$ cat src/rtl/bcu_pkg.sv
// Package with widths and limits for the binomial coefficient unit.
package bcu_pkg;

  localparam int ARG_W  = 6;
  localparam int ACC_W  = 64;
  localparam int COEF_W = 57;
  localparam int STEP_W = $clog2(ACC_W);
  localparam int PROD_W = ACC_W + ARG_W;

  localparam logic [ARG_W-1:0]  N_LIMIT   = ARG_W'(60);
  localparam logic [STEP_W-1:0] LAST_STEP = STEP_W'(ACC_W - 1);

endpackage

$ cat src/rtl/binomial_coefficient_unit_top.sv
// Binomial coefficient unit: C(n,k) by the multiplicative rule with a shared divider.
//
//   port          dir  width  role
//   start         in   1      request strobe, taken when busy is low
//   n_value       in   6      upper argument n
//   k_value       in   6      lower argument k
//   busy          out  1      high while a transaction is in work
//   done          out  1      result strobe, one cycle
//   coefficient   out  57     C(n,k)
//
// One transaction runs from start through one loop per factor to done; k above n
// skips the loop and gives zero. Each factor passes through a loop-count check, a
// 64x6 multiply, and radix-2 restoring division of the low 64 product bits through
// one 7-bit subtractor. Synchronous reset returns the sequencer to idle. The
// receiver cannot stall: done is high for exactly one cycle, coefficient holds until
// the next result.
module binomial_coefficient_unit_top
  import bcu_pkg::*;
(
  input  logic              clk,
  input  logic              rst,
  input  logic              start,
  input  logic [ARG_W-1:0]  n_value,
  input  logic [ARG_W-1:0]  k_value,
  output logic              busy,
  output logic              done,
  output logic [COEF_W-1:0] coefficient
);

  typedef enum logic [2:0] {
    S_IDLE,
    S_CHECK,
    S_MUL,
    S_DIV,
    S_FINISH
  } state_t;

  state_t              state;
  logic [ARG_W-1:0]    n_reg;
  logic [ARG_W-1:0]    k_reg;
  logic [ARG_W-1:0]    i;
  logic [ACC_W-1:0]    acc;
  logic [ACC_W-1:0]    quo;
  logic [ARG_W-1:0]    rem;
  logic [STEP_W-1:0]   step;

  logic [ARG_W-1:0]    n_sat;
  logic [ARG_W-1:0]    factor;
  logic [PROD_W-1:0]   prod;
  logic [ARG_W:0]      divisor;
  logic [ARG_W:0]      rem_shift;
  logic [ARG_W:0]      diff;
  logic                fits;

  assign n_sat     = (n_value > N_LIMIT) ? N_LIMIT : n_value;
  assign factor    = n_reg - i;
  assign prod      = {{ARG_W{1'b0}}, acc} * {{ACC_W{1'b0}}, factor};
  assign divisor   = {1'b0, i} + (ARG_W+1)'(1);
  assign rem_shift = {rem, quo[ACC_W-1]};
  assign diff      = rem_shift - divisor;
  assign fits      = (rem_shift >= divisor);
  assign busy      = (state != S_IDLE);

  always_ff @(posedge clk) begin
    if (rst) begin
      state <= S_IDLE;
      done  <= 1'b0;
    end else begin
      done <= 1'b0;
      case (state)
        S_IDLE: begin
          if (start) begin
            n_reg <= n_sat;
            k_reg <= k_value;
            i     <= '0;
            if (k_value > n_sat) begin
              acc   <= '0;
              state <= S_FINISH;
            end else begin
              acc   <= ACC_W'(1);
              state <= S_CHECK;
            end
          end
        end
        S_CHECK: begin
          if (i == k_reg) begin
            state <= S_FINISH;
          end else begin
            state <= S_MUL;
          end
        end
        S_MUL: begin
          quo   <= prod[ACC_W-1:0];
          rem   <= '0;
          step  <= '0;
          state <= S_DIV;
        end
        S_DIV: begin
          if (fits) begin
            rem <= diff[ARG_W-1:0];
            quo <= {quo[ACC_W-2:0], 1'b1};
          end else begin
            rem <= rem_shift[ARG_W-1:0];
            quo <= {quo[ACC_W-2:0], 1'b0};
          end
          step <= step + STEP_W'(1);
          if (step == LAST_STEP) begin
            acc   <= fits ? {quo[ACC_W-2:0], 1'b1} : {quo[ACC_W-2:0], 1'b0};
            i     <= i + ARG_W'(1);
            state <= S_CHECK;
          end
        end
        S_FINISH: begin
          coefficient <= acc[COEF_W-1:0];
          done        <= 1'b1;
          state       <= S_IDLE;
        end
        default: begin
          state <= S_IDLE;
        end
      endcase
    end
  end

  a_start_busy: assert property (@(posedge clk) disable iff (rst)
    start && !busy |=> busy)
    else $error("accepted transaction did not raise busy");

  a_done_idle: assert property (@(posedge clk) disable iff (rst)
    done |-> !busy)
    else $error("result strobe while busy");

  a_done_pulse: assert property (@(posedge clk) disable iff (rst)
    done |=> !done)
    else $error("result strobe longer than one cycle");

  a_exact_div: assert property (@(posedge clk) disable iff (rst)
    state == S_CHECK && $past(state) == S_DIV |-> rem == '0)
    else $error("division left a remainder");

  a_loop_bound: assert property (@(posedge clk) disable iff (rst)
    state == S_CHECK |-> i <= k_reg)
    else $error("loop index ran past k");

endmodule
$ cat config.mk
export PLATFORM = sky130hd
export DESIGN_NAME = binomial_coefficient_unit_top
export DESIGN_NICKNAME = d
export VERILOG_FILES = /design/src/rtl/bcu_pkg.sv /design/src/rtl/binomial_coefficient_unit_top.sv
export SDC_FILE = /design/constraint.sdc
export NUM_CORES = 1
export LEC_CHECK = 0
export BUFFER_PORTS_ARGS = -buffer_cell sky130_fd_sc_hd__buf_2
export CORE_MARGIN = 2
export CORE_UTILIZATION = 30
export CTS_BUF_LIST = sky130_fd_sc_hd__clkbuf_16
export DETAILED_ROUTE_END_ITERATION = 8
export PLACE_DENSITY_LB_ADDON = 0.1
export SYNTH_ARGS = -nofsm -noshare
export SYNTH_HDL_FRONTEND = slang
export SYNTH_SLANG_ARGS = --single-unit
$ cat constraint.sdc
create_clock -name clk -period 8.8 [get_ports clk]
set_clock_uncertainty 0.15 [all_clocks]
set_input_delay 0.44 -clock clk [delete_from_list [all_inputs] [get_ports clk]]
set_output_delay 0.44 -clock clk [all_outputs]
set_load 0.05 [all_outputs]
==> flow_metrics.tcl <==
set metrics [dict create \
    die_h_um 261 \
    synth_mux_area_share_pct 0.158 \
    r2r_start "i[0]$_SDFFCE_PN0P_" \
    fin_crit_sh_pct 84.7 \
    rows 94 \
    drive_gt1_share_pct 8.52 \
    fp.dieW_um 261 \
    synth_seq_area_share_pct 32.9 \
    slew_headroom_pct 27.4 \
    yosys.area_share.simple_pct 16.8 \
    ant_nets 0 \
    synth_compound_area_share_pct 10.0 \
    syn_to_final_growth_pct 13.0 \
    synthCells 1916 \
    fin_nets 2312 \
    hold_path_end "n_reg[0]$_DFFE_PP_" \
    power_mw 8.94 \
    cp-end-kind "flop" \
    wl_per_cell_um 18.0 \
    drtIter0Drc 709 \
    grt_setup_unrepaired "false" \
    synth_top_family_by_area "adder cells" \
    rr_endpoint "quo[63]$_DFFE_PP_" \
    postCtsResizedCells 0 \
    avgSynthCellArea_um2 10.4 \
    synth_edf_count 215 \
    fin_hold_ws_ps 63.7 \
    fmax_ghz 0.134 \
    clkLatencyLatePin_ps 580 \
    setup_ws_ps 1350 \
    holdPathStages 2 \
    overflow 0 \
    path_class "reg2reg" \
    top_regs "acc x64, quo x64, coefficient x57" \
    synthesis.nets 2256 \
    routed_wl_mm 51.4 \
    finish.utilization_pct 34.2 \
    place_ws_ps 1370 \
    arrival_ps 7630 \
    finalWeightedCongestion 0.786 \
    htree_levels 1 \
    viasPerCell 4.69 \
    ff2ff_path_depth 26 \
    clockRootBuffer "clkbuf_16" \
    stdcell_count 2859 \
    ys_warn_count 0 \
    maxCapViolCount 0 \
    fin_tns_setup_ps 0 \
    crit_fanout 60 \
    portBuffers 73 \
    antenna_found_initial 2 \
    tightest_slew_ps 1090 \
    grt_pass1_vias 14901 \
    grt_pass1_wl_mm 83.9 \
    core_area_um2 65600 \
    status "complete, no violations" \
    post-route-min-period_ps 7450 \
    dieArea_um2 68200 \
    syn-cell-area_um2 19800 \
    finalHoldViolations 0 \
    finalSetupViolCount 0 \
    crit_start "i[0]$_SDFFCE_PN0P_" \
    place_hpwl_mm 36.5 \
    ios 74 \
    clock_path_buffers 3 \
    powerDensity_nw_per_um2 399 \
    dp.cells 2791 \
    hp-start "n_value[0]" \
    r2r_slack_ps 1350 \
    clock_sinks 219 \
    cts_tree "yes" \
    final_cell_area_um2 22400 \
    startpoint_type "flop" \
    antenna_cells 0 \
    ys_types 70 \
    synth-adder-area-share_pct 29.5 \
    vdd_drop_max_mv 0.182 \
    initial_core_util_pct 30.2 \
    cts_made_buffers 31 \
    synth-xor-area-share_pct 3.75 \
    drc_errors 0 \
    p_leak_nw 9.52 \
    critical_path_required_ps 8980 \
    path_clk_slew_ps 60 \
    hold_path.class "in2reg" \
    drv_slew 0 \
    synth_seq_cells 219 \
    dr.pass1.iters 5 \
    vias 13418 \
    grt_use_total_pct 15.6 \
    placed_area_um2 21200 \
    synth-main-ff-cell "edfxtp_1" \
    grt_max_degree 81 \
    synthArstFlopShare_pct 0 \
]
[Yosys cell counts, types with 18 or more instances]
| cell type | instances | share of area (%) |
|---|---|---|
| inv_1 | 278 | 5.3 |
| and2_1 | 241 | 7.6 |
| fa_1 | 239 | 24 |
| edfxtp_1 | 215 | 33 |
| nand2_1 | 181 | 3.4 |
| a21o_1 | 97 | 3.7 |
| ha_1 | 86 | 5.4 |
| a21oi_1 | 81 | 2.0 |
| clkbuf_1 | 78 | 1.5 |
| nand2b_1 | 61 | 1.9 |
| nor2_1 | 61 | 1.2 |
| xnor2_1 | 61 | 2.7 |
| o21ai_0 | 35 | 0.88 |
| xor2_1 | 24 | 1.1 |
| nand4_1 | 19 | 0.60 |
| nor3_1 | 18 | 0.45 |
[power by group]
part           switching, mW  total, mW  internal (mW)  leakage [nW]
Clock                  0.510       1.38          0.867         0.550
Combinational           3.45       6.02           2.58          6.95
Sequential            0.0558       1.54           1.49          2.02
[worst max-delay path, cell delays in order, from the launching register on]
cell      delay, ps
edfxtp_1        490
ha_2            210
inv_1            60
fa_2            390
a21oi_1         160
nor2_1           50
nor2_1          150
xnor2_2         120
buf_4           580
and2_1          250
fa_1            420
inv_1            70
fa_1            430
fa_1            500
inv_1            40
ha_1            420
nand2_1         230
o21ai_0         420
o21bai_1        290
nand4_1         210
a211oi_1        430
o21ai_1         190
o221ai_1        280
nand2_1          90
a32oi_1         230
xnor2_1         100
a21o_1          170
[per-layer routing]
metal | vias to the layer above | track usage (%) | part of all wire (%)
li1 | 6315 | - | -
met1 | 6878 | 20.5 | 46
met2 | 169 | 27.6 | 50
met3 | 56 | 1.80 | 2.9
met4 | 0 | 3.39 | 2.0
met5 | - | 0 | 0
[kinds of logic after synthesis]
family          after synthesis
simple gates                632
buf+inv                     358
fa+ha+maj                   325
compound gates              294
flops                       219
xor+xnor                     85
mux                           3
[worst max path at each step]
stage	end	slack, ps	cells past startpoint
2_1_floorplan	coefficient[0]$_DFFE_PP_	1510	2
3_3_place_gp	quo[62]$_DFFE_PP_	1460	25
3_5_place_dp	quo[63]$_DFFE_PP_	1370	26
4_1_cts	quo[63]$_DFFE_PP_	1320	26
5_1_grt	quo[63]$_DFFE_PP_	880	25
6_report	quo[63]$_DFFE_PP_	1350	26
[repair_timing]
item,CTS,global route
endpoints found under the hold margin,13,0
endpoints found under the setup margin,0,0
hold buffers,12,0
setup buffers,0,0
[cells in the final DEF (no fill, tap or decap), types with 6 or more instances in the layout]
cell	Yosys	routed
a21o_1	97	97
a21oi_1	81	81
and2_1	241	241
buf_2	1	73
buf_4	0	18
bufinv_16	0	8
clkbuf_16	0	31
clkinv_2	0	7
dlygate4sd3_1	0	12
edfxtp_1	215	215
fa_1	239	238
ha_1	86	85
inv_1	278	282
nand2_1	181	181
nand2b_1	61	61
nand3_1	16	16
nand4_1	19	19
nor2_1	61	60
nor2b_1	10	10
nor3_1	18	18
o21a_1	8	8
o21ai_0	35	35
o21bai_1	16	16
or3_1	6	6
xnor2_1	61	58
xor2_1	24	23
[final cells by class]
class / count / area, µm²
clock buffers: 31 / 776
fillers: 6743 / 43200
repair buffers: 103 / 621
clock inverters: 25 / 320
inverters: 278 / 1040
multi-input cells: 1339 / 12000
flip-flops and latches: 219 / 6540
well taps: 864 / 1080
(Power assumes the default switching activity.)
